[src/hw/rtl/hsvrgb_pkg.sv]
`timescale 1ns / 1ps

package hsvrgb_pkg;

   // Field width of every color component on the ports
   localparam int FIELD_W = 16;

   // Default fraction width of the internal fixed-point format
   localparam int FRAC_BITS_DEFAULT = 16;

   // Hue sectors, integer part of hue * 6
   localparam int SECTOR_W = 3;
   localparam logic [SECTOR_W-1:0] SECTOR_RED     = 3'd0;
   localparam logic [SECTOR_W-1:0] SECTOR_YELLOW  = 3'd1;
   localparam logic [SECTOR_W-1:0] SECTOR_GREEN   = 3'd2;
   localparam logic [SECTOR_W-1:0] SECTOR_CYAN    = 3'd3;
   localparam logic [SECTOR_W-1:0] SECTOR_BLUE    = 3'd4;
   localparam logic [SECTOR_W-1:0] SECTOR_MAGENTA = 3'd5;

   typedef struct packed {
      logic [FIELD_W-1:0] hue;
      logic [FIELD_W-1:0] saturation;
      logic [FIELD_W-1:0] brightness;
   } req_word_type;

   typedef struct packed {
      logic [FIELD_W-1:0] red;
      logic [FIELD_W-1:0] green;
      logic [FIELD_W-1:0] blue;
   } rsp_word_type;

   // Load enables for the two product stages
   typedef struct packed {
      logic load2;
      logic load3;
   } prod_ctrl_type;

endpackage

[src/hw/rtl/hsvrgb_sector_split.sv]
`timescale 1ns / 1ps

module hsvrgb_sector_split import hsvrgb_pkg::*; #(
   parameter int FRAC_BITS = FRAC_BITS_DEFAULT
) (
   input  logic                 clock,
   input  logic                 reset,
   input  logic                 in_valid,
   input  logic                 load,
   input  req_word_type         in_word,
   output logic                 valid_ff,
   output logic [SECTOR_W-1:0]  sector_ff,
   output logic [FRAC_BITS-1:0] frac_ff,
   output logic [FRAC_BITS:0]   frac_inv_ff,
   output logic [FRAC_BITS-1:0] sat_ff,
   output logic [FRAC_BITS:0]   sat_inv_ff,
   output logic [FRAC_BITS-1:0] val_ff
);

   localparam int FB = FRAC_BITS;
   localparam logic [FB:0] ONE = {1'b1, {FB{1'b0}}};

   logic [FB-1:0]       hue_m;
   logic [FB+2:0]       hue6;
   logic [SECTOR_W-1:0] sector_in;
   logic [FB-1:0]       frac_in;
   logic [FB:0]         frac_inv_in;
   logic [FB-1:0]       sat_in;
   logic [FB:0]         sat_inv_in;
   logic [FB-1:0]       val_in;

   // Mask fields to the fraction width, split hue * 6 into sector and fraction
   always_comb begin
      hue_m       = FB'(in_word.hue);
      sat_in      = FB'(in_word.saturation);
      val_in      = FB'(in_word.brightness);
      hue6        = ({3'b000, hue_m} << 2) + ({3'b000, hue_m} << 1);
      sector_in   = hue6[FB+2:FB];
      frac_in     = hue6[FB-1:0];
      frac_inv_in = ONE - {1'b0, frac_in};
      sat_inv_in  = ONE - {1'b0, sat_in};
   end

   // Advance the valid bit
   always_ff @(posedge clock) begin
      if (reset) begin
         valid_ff <= 1'b0;
      end else if (load) begin
         valid_ff <= in_valid;
      end
   end

   // Hold the payload unless a new word loads
   always_ff @(posedge clock) begin
      if (load && in_valid) begin
         sector_ff   <= sector_in;
         frac_ff     <= frac_in;
         frac_inv_ff <= frac_inv_in;
         sat_ff      <= sat_in;
         sat_inv_ff  <= sat_inv_in;
         val_ff      <= val_in;
      end
   end

   a_sector_range: assert property (@(posedge clock) disable iff (reset)
      valid_ff |-> (sector_ff <= SECTOR_MAGENTA) && (frac_inv_ff + {1'b0, frac_ff} == ONE))
      else $error("sector out of range or fraction split broken");

endmodule

[src/hw/rtl/hsvrgb_products.sv]
`timescale 1ns / 1ps

module hsvrgb_products import hsvrgb_pkg::*; #(
   parameter int FRAC_BITS = FRAC_BITS_DEFAULT
) (
   input  logic                 clock,
   input  logic                 reset,
   input  prod_ctrl_type        ctrl,
   input  logic                 s1_valid,
   input  logic [SECTOR_W-1:0]  s1_sector,
   input  logic [FRAC_BITS-1:0] s1_frac,
   input  logic [FRAC_BITS:0]   s1_frac_inv,
   input  logic [FRAC_BITS-1:0] s1_sat,
   input  logic [FRAC_BITS:0]   s1_sat_inv,
   input  logic [FRAC_BITS-1:0] s1_val,
   output logic                 s2_valid_ff,
   output logic                 s3_valid_ff,
   output logic [SECTOR_W-1:0]  s3_sector_ff,
   output logic [FRAC_BITS-1:0] s3_val_ff,
   output logic [FRAC_BITS-1:0] s3_p_ff,
   output logic [FRAC_BITS-1:0] s3_q_ff,
   output logic [FRAC_BITS-1:0] s3_t_ff
);

   localparam int FB = FRAC_BITS;
   localparam int PW = 2 * FB + 1;
   localparam logic [FB:0] ONE = {1'b1, {FB{1'b0}}};

   logic [PW-1:0]       fs_prod;
   logic [PW-1:0]       gs_prod;
   logic [PW-1:0]       p_prod;
   logic [FB-1:0]       fs_in;
   logic [FB-1:0]       gs_in;
   logic [FB-1:0]       p_in;

   logic [SECTOR_W-1:0] s2_sector_ff;
   logic [FB-1:0]       s2_val_ff;
   logic [FB-1:0]       s2_p_ff;
   logic [FB-1:0]       s2_fs_ff;
   logic [FB-1:0]       s2_gs_ff;

   logic [FB:0]         fs_inv;
   logic [FB:0]         gs_inv;
   logic [PW-1:0]       q_prod;
   logic [PW-1:0]       t_prod;
   logic [FB-1:0]       q_in;
   logic [FB-1:0]       t_in;

   // Stage 2: f*s, (1-f)*s and p = v*(1-s), each truncated
   always_comb begin
      fs_prod = PW'(s1_frac) * PW'(s1_sat);
      gs_prod = PW'(s1_frac_inv) * PW'(s1_sat);
      p_prod  = PW'(s1_val) * PW'(s1_sat_inv);
      fs_in   = fs_prod[2*FB-1:FB];
      gs_in   = gs_prod[2*FB-1:FB];
      p_in    = p_prod[2*FB-1:FB];
   end

   always_ff @(posedge clock) begin
      if (reset) begin
         s2_valid_ff <= 1'b0;
      end else if (ctrl.load2) begin
         s2_valid_ff <= s1_valid;
      end
   end

   always_ff @(posedge clock) begin
      if (ctrl.load2 && s1_valid) begin
         s2_sector_ff <= s1_sector;
         s2_val_ff    <= s1_val;
         s2_p_ff      <= p_in;
         s2_fs_ff     <= fs_in;
         s2_gs_ff     <= gs_in;
      end
   end

   // Stage 3: q = v*(1-f*s) and t = v*(1-(1-f)*s)
   always_comb begin
      fs_inv = ONE - {1'b0, s2_fs_ff};
      gs_inv = ONE - {1'b0, s2_gs_ff};
      q_prod = PW'(s2_val_ff) * PW'(fs_inv);
      t_prod = PW'(s2_val_ff) * PW'(gs_inv);
      q_in   = q_prod[2*FB-1:FB];
      t_in   = t_prod[2*FB-1:FB];
   end

   always_ff @(posedge clock) begin
      if (reset) begin
         s3_valid_ff <= 1'b0;
      end else if (ctrl.load3) begin
         s3_valid_ff <= s2_valid_ff;
      end
   end

   always_ff @(posedge clock) begin
      if (ctrl.load3 && s2_valid_ff) begin
         s3_sector_ff <= s2_sector_ff;
         s3_val_ff    <= s2_val_ff;
         s3_p_ff      <= s2_p_ff;
         s3_q_ff      <= q_in;
         s3_t_ff      <= t_in;
      end
   end

   a_below_value: assert property (@(posedge clock) disable iff (reset)
      s3_valid_ff |-> (s3_p_ff <= s3_val_ff) && (s3_q_ff <= s3_val_ff)
                      && (s3_t_ff <= s3_val_ff))
      else $error("channel exceeds brightness");

endmodule

[src/hw/rtl/hsvrgb_route.sv]
`timescale 1ns / 1ps

module hsvrgb_route import hsvrgb_pkg::*; #(
   parameter int FRAC_BITS = FRAC_BITS_DEFAULT
) (
   input  logic                 clock,
   input  logic                 reset,
   input  logic                 in_valid,
   input  logic                 load,
   input  logic [SECTOR_W-1:0]  sector,
   input  logic [FRAC_BITS-1:0] val,
   input  logic [FRAC_BITS-1:0] p,
   input  logic [FRAC_BITS-1:0] q,
   input  logic [FRAC_BITS-1:0] t,
   output logic                 valid_ff,
   output rsp_word_type         word_ff
);

   logic [FRAC_BITS-1:0] r_sel;
   logic [FRAC_BITS-1:0] g_sel;
   logic [FRAC_BITS-1:0] b_sel;
   rsp_word_type         word_in;

   // Route v, p, q, t to the channels by sector
   always_comb begin
      unique case (sector)
         SECTOR_RED: begin
            r_sel = val; g_sel = t;   b_sel = p;
         end
         SECTOR_YELLOW: begin
            r_sel = q;   g_sel = val; b_sel = p;
         end
         SECTOR_GREEN: begin
            r_sel = p;   g_sel = val; b_sel = t;
         end
         SECTOR_CYAN: begin
            r_sel = p;   g_sel = q;   b_sel = val;
         end
         SECTOR_BLUE: begin
            r_sel = t;   g_sel = p;   b_sel = val;
         end
         default: begin
            r_sel = val; g_sel = p;   b_sel = q;
         end
      endcase
      word_in.red   = FIELD_W'(r_sel);
      word_in.green = FIELD_W'(g_sel);
      word_in.blue  = FIELD_W'(b_sel);
   end

   always_ff @(posedge clock) begin
      if (reset) begin
         valid_ff <= 1'b0;
      end else if (load) begin
         valid_ff <= in_valid;
      end
   end

   // Hold the result word while stalled
   always_ff @(posedge clock) begin
      if (load && in_valid) begin
         word_ff <= word_in;
      end
   end

endmodule

[src/hw/rtl/hsv_to_rgb_converter_core.sv]
`timescale 1ns / 1ps

// HSV to RGB converter. Takes one color word per clock when nothing stalls and
// presents one RGB word per accepted input word. Hue, saturation and
// brightness are unsigned fractions of 2^FRAC_BITS; each product is
// truncated. Four register stages: sector split (hue*6), three parallel
// multipliers for f*s, (1-f)*s and p, two multipliers for q and t, then the
// sector routing into the output register. Every multiplier is fully
// pipelined, so the sustained rate is one word per cycle while the result side
// does not stall; a stall on the result side fills bubbles first and only then
// stalls the input.

module hsv_to_rgb_converter_core import hsvrgb_pkg::*; #(
   parameter int FRAC_BITS = FRAC_BITS_DEFAULT
) (
   input  logic         clock,
   input  logic         reset,
   input  logic         req_valid,
   output logic         req_stall,
   input  req_word_type req_word,
   output logic         rsp_valid,
   input  logic         rsp_stall,
   output rsp_word_type rsp_word
);

   localparam int FB = FRAC_BITS;

   logic                s1_valid;
   logic [SECTOR_W-1:0] s1_sector;
   logic [FB-1:0]       s1_frac;
   logic [FB:0]         s1_frac_inv;
   logic [FB-1:0]       s1_sat;
   logic [FB:0]         s1_sat_inv;
   logic [FB-1:0]       s1_val;

   logic                s2_valid;
   logic                s3_valid;
   logic [SECTOR_W-1:0] s3_sector;
   logic [FB-1:0]       s3_val;
   logic [FB-1:0]       s3_p;
   logic [FB-1:0]       s3_q;
   logic [FB-1:0]       s3_t;

   logic                load_out;
   logic                load1;
   prod_ctrl_type       prod_ctrl;

   // A stage loads when it is empty or the stage after it moves on
   always_comb begin
      load_out        = !rsp_valid || !rsp_stall;
      prod_ctrl.load3 = !s3_valid || load_out;
      prod_ctrl.load2 = !s2_valid || prod_ctrl.load3;
      load1           = !s1_valid || prod_ctrl.load2;
      req_stall       = !load1;
   end

   hsvrgb_sector_split #(
      .FRAC_BITS (FRAC_BITS)
   ) u_split (
      .clock       (clock),
      .reset       (reset),
      .in_valid    (req_valid),
      .load        (load1),
      .in_word     (req_word),
      .valid_ff    (s1_valid),
      .sector_ff   (s1_sector),
      .frac_ff     (s1_frac),
      .frac_inv_ff (s1_frac_inv),
      .sat_ff      (s1_sat),
      .sat_inv_ff  (s1_sat_inv),
      .val_ff      (s1_val)
   );

   hsvrgb_products #(
      .FRAC_BITS (FRAC_BITS)
   ) u_products (
      .clock        (clock),
      .reset        (reset),
      .ctrl         (prod_ctrl),
      .s1_valid     (s1_valid),
      .s1_sector    (s1_sector),
      .s1_frac      (s1_frac),
      .s1_frac_inv  (s1_frac_inv),
      .s1_sat       (s1_sat),
      .s1_sat_inv   (s1_sat_inv),
      .s1_val       (s1_val),
      .s2_valid_ff  (s2_valid),
      .s3_valid_ff  (s3_valid),
      .s3_sector_ff (s3_sector),
      .s3_val_ff    (s3_val),
      .s3_p_ff      (s3_p),
      .s3_q_ff      (s3_q),
      .s3_t_ff      (s3_t)
   );

   hsvrgb_route #(
      .FRAC_BITS (FRAC_BITS)
   ) u_route (
      .clock    (clock),
      .reset    (reset),
      .in_valid (s3_valid),
      .load     (load_out),
      .sector   (s3_sector),
      .val      (s3_val),
      .p        (s3_p),
      .q        (s3_q),
      .t        (s3_t),
      .valid_ff (rsp_valid),
      .word_ff  (rsp_word)
   );

   a_stall_only_full: assert property (@(posedge clock) disable iff (reset)
      req_stall |-> s1_valid && s2_valid && s3_valid && rsp_valid)
      else $error("input stalled with a bubble in the pipeline");

   a_s1_holds: assert property (@(posedge clock) disable iff (reset)
      s1_valid && !prod_ctrl.load2 |=> s1_valid && $stable(s1_sector) && $stable(s1_val))
      else $error("stage 1 word dropped or changed while held");

   a_s3_holds: assert property (@(posedge clock) disable iff (reset)
      s3_valid && !load_out |=> s3_valid && $stable(s3_q) && $stable(s3_t))
      else $error("stage 3 word dropped or changed while held");

endmodule

[config.mk]
export PLATFORM = sky130hd
export DESIGN_NAME = hsv_to_rgb_converter_core
export DESIGN_NICKNAME = d
export VERILOG_FILES = /design/src/hw/rtl/hsvrgb_pkg.sv /design/src/hw/rtl/hsvrgb_sector_split.sv /design/src/hw/rtl/hsvrgb_products.sv /design/src/hw/rtl/hsvrgb_route.sv /design/src/hw/rtl/hsv_to_rgb_converter_core.sv
export SDC_FILE = /design/constraint.sdc
export NUM_CORES = 2
export LEC_CHECK = 0
export BUFFER_PORTS_ARGS = -buffer_cell sky130_fd_sc_hd__buf_2
export CORE_MARGIN = 1
export CORE_UTILIZATION = 50
export CTS_CLUSTER_SIZE = 10
export DETAILED_ROUTE_END_ITERATION = 8
export MAX_ROUTING_LAYER = met4
export PLACE_DENSITY = 0.68
export SYNTH_ARGS = -nofsm -noshare
export SYNTH_HDL_FRONTEND = slang
export SYNTH_HIERARCHICAL = 1
export SYNTH_SLANG_ARGS = --single-unit
[constraint.sdc]
create_clock -name clock -period 21 [get_ports clock]
set_input_delay 4.2 -clock clock [delete_from_list [all_inputs] [get_ports clock]]
set_output_delay 4.2 -clock clock [all_outputs]
set_load 0.1 [all_outputs]
# ---- After elaboration in Yosys (flattened, before gate mapping)
# Cells that the tools add are included.
dict set report op_classes {
  reduce_logical 19
  n_eq_ne 4
  n_mul 5
  addsub 5
  n_mux 3
}
# cell count
set ops {}
lappend ops {{$pmux W16 S3} 3}
lappend ops {{$mul A16 B17 Y32} 3}
lappend ops {{$sub A17 B16 Y17 const A} 4}
lappend ops {{$mul A16 B16 Y32} 1}
lappend ops {{$mul A17 B16 Y32} 1}
lappend ops {{$add A18 B17 Y19} 1}
lappend ops {{$reduce_or A2 Y1} 4}
lappend ops {{$eq A3 B2 Y1 const B} 2}
lappend ops {{$logic_not A1 Y1} 6}
lappend ops {{$logic_and A1 B1 Y1} 4}
lappend ops {{$logic_or A1 B1 Y1} 4}
lappend ops {{$eq A3 B1 Y1 const B} 1}
lappend ops {{$eq A3 B3 Y1 const B} 1}
lappend ops {{$logic_not A3 Y1} 1}
dict set report totals {
  wordCells 59
  ff_bits 271
  output_inout_bits 50
  inputBits 52
}

# ---- Depth between registers and ports, before layout
dict set report logic_depth {
  word_depth 6
  mapped_depth 32
  mapped_depth_nobuf 29
}

# ---- Hierarchy
# Netlist, hierarchy kept.
# module instances area_each_um2 cells_per_inst
set modules_own_cells {}
lappend modules_own_cells {hsvrgb_products 1 46196.8 5023}
lappend modules_own_cells {hsvrgb_sector_split 1 3797.4 272}
lappend modules_own_cells {hsvrgb_route 1 3417.0 319}
lappend modules_own_cells {hsv_to_rgb_converter_core 1 33.8 6}

# ---- Worst setup path after synthesis
# OpenSTA, ideal clock, no wires.
dict set report synth_timing {
  path_type {in2out}
  from {input rsp_stall}
  to {output req_stall}
  path_buffers 0
  cell_stages 2
  setup_slack_ns 11.639
  arrival_ns 5.161
  required_ns 16.800
  path_cell_list {and3_4 > and3_1}
}
dict set report synth_via {
  elab_chain_cells 6
}
# item line_no
set synth_rtl {}
lappend synth_rtl {{start, declared} hsv_to_rgb_converter_core.sv:22} ;# input logic rsp_stall,
lappend synth_rtl {{$logic_not A1 Y1} hsv_to_rgb_converter_core.sv:50} ;# load_out = !rsp_valid || !rsp_stall;
lappend synth_rtl {{$logic_or A1 B1 Y1} hsv_to_rgb_converter_core.sv:50}
lappend synth_rtl {{$logic_or A1 B1 Y1} hsv_to_rgb_converter_core.sv:51} ;# prod_ctrl.load3 = !s3_valid || load_out;
lappend synth_rtl {{$logic_or A1 B1 Y1} hsv_to_rgb_converter_core.sv:52} ;# prod_ctrl.load2 = !s2_valid || prod_ctrl.load3;
lappend synth_rtl {{$logic_or A1 B1 Y1} hsv_to_rgb_converter_core.sv:53} ;# load1 = !s1_valid || prod_ctrl.load2;
lappend synth_rtl {{$logic_not A1 Y1} hsv_to_rgb_converter_core.sv:54} ;# req_stall = !load1;
lappend synth_rtl {{end, declared} hsv_to_rgb_converter_core.sv:19} ;# output logic req_stall,
# Every way passes these cells.

# ---- Final worst setup path
# Ends and elaborated chain as after synthesis.

==> flow_metrics.env <==
export IMPL_portBuffers=101
export IMPL_initial_core_util_pct=50.6
export IMPL_dieArea_um2=108000
export IMPL_die_w_um=329
export IMPL_cts_resized=0
export IMPL_setup_viol=0
export IMPL_min_period_over_period_pct=44.0
export IMPL_num_rows=119
export IMPL_final_antenna_net_count=0
export IMPL_yosys_warnings=6
export IMPL_slowest_delay_ps=420
export IMPL_cts_max_level=2
export IMPL_end_kind="output port"
export IMPL_drt_wl_total_um=131000
export IMPL_synth_common_cells="inv_1 (1,272), fa_1 (1,018), nand2_1 (865), and2_1 (532), ha_1 (514)"
export IMPL_violations="DRC"
export IMPL_cts_sinks=267
export IMPL_tightest_slew_ps=1130
export IMPL_grt_usage_pct=25.8
export IMPL_ys_seq_area_share_pct=14.9
export IMPL_cts_root_buf="clkbuf_16"
export IMPL_nFillCells=9479
export IMPL_ys_types=89
export IMPL_slew_viol_final=0
export IMPL_grt_pass1_vias=40682
export IMPL_num_vias=37946
export IMPL_critPathArrivalTime_ps=5050
export IMPL_first_pass_iters=9
export IMPL_crit_fanout=4
export IMPL_status="finished, violations left"
export IMPL_regMostFlops="u_route/word_ff"
export IMPL_hold_path_class="reg2reg"
export IMPL_numCtsBuffers=35
export IMPL_dp_hpwl_um=95900
export IMPL_drc=5
export IMPL_period_needed_ps=9250
export IMPL_synth_seq_cells=267
export IMPL_clk_path_buf_depth=3
export IMPL_layout_drive_gt1_share_pct=4.85
export IMPL_cp_required_ps=16800
export IMPL_max_freq_mhz=108
export IMPL_register_area_um2=7980
export IMPL_synth_top_cell_by_area="fa_1"
export IMPL_rsz0062_at_grt="false"
export IMPL_start_kind="input pin"
export IMPL_gr_total_overflow=0
export IMPL_critPathBufInv=2
export IMPL_cpMostUsedCell="buf_2"
export IMPL_fin_skew_ps=28.1
export IMPL_synthToLayoutAreaGrowth_pct=5.43
export IMPL_grt_max_degree=80
export IMPL_hold_ws_ps=416
export IMPL_fp_dieH_um=329
export IMPL_synth_avg_cell_area_um2=9.51
export IMPL_route_detailed_vias_per_inst=5.42
export IMPL_core_um2=106000
export IMPL_netlist_area_leader_share_pct=38.1
export IMPL_post_cts_setup_buffers=0
export IMPL_ctsHoldBuffers=0
export IMPL_synthTopCellsByArea="fa_1 (38%), edfxtp_1 (15%), ha_1 (12%), inv_1 (8.9%), and2_1 (6.2%)"
export IMPL_grt_pass1_wl_um=214000
export IMPL_final_nets=7166
export IMPL_crit_chain="buf_2, and3_4, and3_1, buf_2"
export IMPL_maxSlewHeadroom_pct=24.3
export IMPL_dpl_worst_slack_ps=11760
export IMPL_synth_edf_count=263
export IMPL_crit_family="buffers and inverters"
export IMPL_synth_most_common_cell="inv_1"
export IMPL_ys_flop_type="edfxtp_1"
export IMPL_synthCells=5620
export IMPL_layout_setup_ws_ps=11750
export IMPL_antenna_found_initial=6
export IMPL_cts_tree="built"
export IMPL_critPathSlowestCell="buf_2"
export IMPL_fin_tns_setup_ps=0
export IMPL_wl_per_cell_um=18.8
export IMPL_gp_congestion=0.882
export IMPL_hold_viol=0
export IMPL_maxCapViolations=0
export IMPL_drtIter0Drc=2587
export IMPL_path_clk_slew_ps=50
export IMPL_async_flop_share_pct=0
export IMPL_worstSetupPathType="in2out"
export IMPL_clkLatencyLatePin_ps=570
export IMPL_multi_input_area_um2=39700
export IMPL_syn_area_um2=53400
export IMPL_largest_reg_flops=48
export IMPL_boundaryPins=102
## cells in the final DEF, fill, tap and decap left out, types with 11 or more instances in the layout
cell       Yosys  final
buf_2         23    101
ha_1         514    514
o21ai_0       54     54
and2_1       532    528
nor2b_1       12     12
buf_4         10     75
xor2_1        51     48
fa_1        1018   1018
mux2_1        16     16
nand3_1       22     22
o21bai_1      13     13
nand2_1      865    865
a211oi_1      17     17
a21oi_1      110    110
clkbuf_1     212     16
nand3b_1      26     26
a31oi_1       26     26
o21a_1        14     14
nor3_1        35     35
o22ai_1       26     26
or3b_1        12     12
a21o_1        46     46
inv_1       1272   1272
o221ai_1      11     11
and3_1        11     11
o21ai_1       11     11
clkbuf_16      0     35
o311ai_1      11     11
edfxtp_1     263    263
xnor2_1      106    100
nor2_1        83     83
nand4_1       18     18
nand2b_1      15     15
mux2i_1       17     17
## layer usage
metal  wire (µm)  vias to the layer above  track usage [%]
met2       62800                     1356             42.1
met3        9570                      213             3.55
met1       56000                    19377             34.1
met4        2850                        0             6.25
met5           0                        -                -
li1            -                    17000                -
## cell type report
class | count | area share (%)
inverters | 1274 | 8.49
multi-input cells | 3828 | 70.5
clock inverters | 8 | 0.171
well taps | 1391 | 3.09
diodes | 4 | 0.0178
repair buffers | 176 | 1.90
flip-flops and latches | 267 | 14.2
clock buffers | 52 | 1.69
## metrics by stage
stage / area, µm² / util (%) / instances
6_report: 56300 / 53.4 / 7000
3_3_place_gp: 55300 / 52.4 / 6936
3_5_place_dp: 55300 / 52.4 / 6936
2_1_floorplan: 53400 / - / 5621
5_1_grt: 56300 / 53.4 / 7000
4_1_cts: 56300 / 53.4 / 6996
## cells by family after synthesis
family	share of synthesized area [%]
adders and majority gates	50.2
AOI/OAI and AO/OA	5.23
DFF	14.9
buffers and inverters	10.9
other	0.00702
xor gates and xnor gates	2.60
and+or+nand+nor	15.5
muxes	0.655
## final timing paths
| check | start | endpoint | slack, ps | depth (start not counted) |
|---|---|---|---|---|
| worst max-delay path | rsp_stall | req_stall | 11750 | 4 |
| worst min-delay path | u_products/s2_p_ff[14] | u_products/s3_p_ff[14] | 420 | 0 |
| worst max register to register | u_products/s2_gs_ff[0] | u_products/s3_t_ff[15] | 12380 | 25 |
| worst min register to register | u_products/s2_p_ff[14] | u_products/s3_p_ff[14] | 420 | 0 |
Power is not shown: default switching activity piles up to over one toggle a cycle in this logic, so the estimate is an artifact.
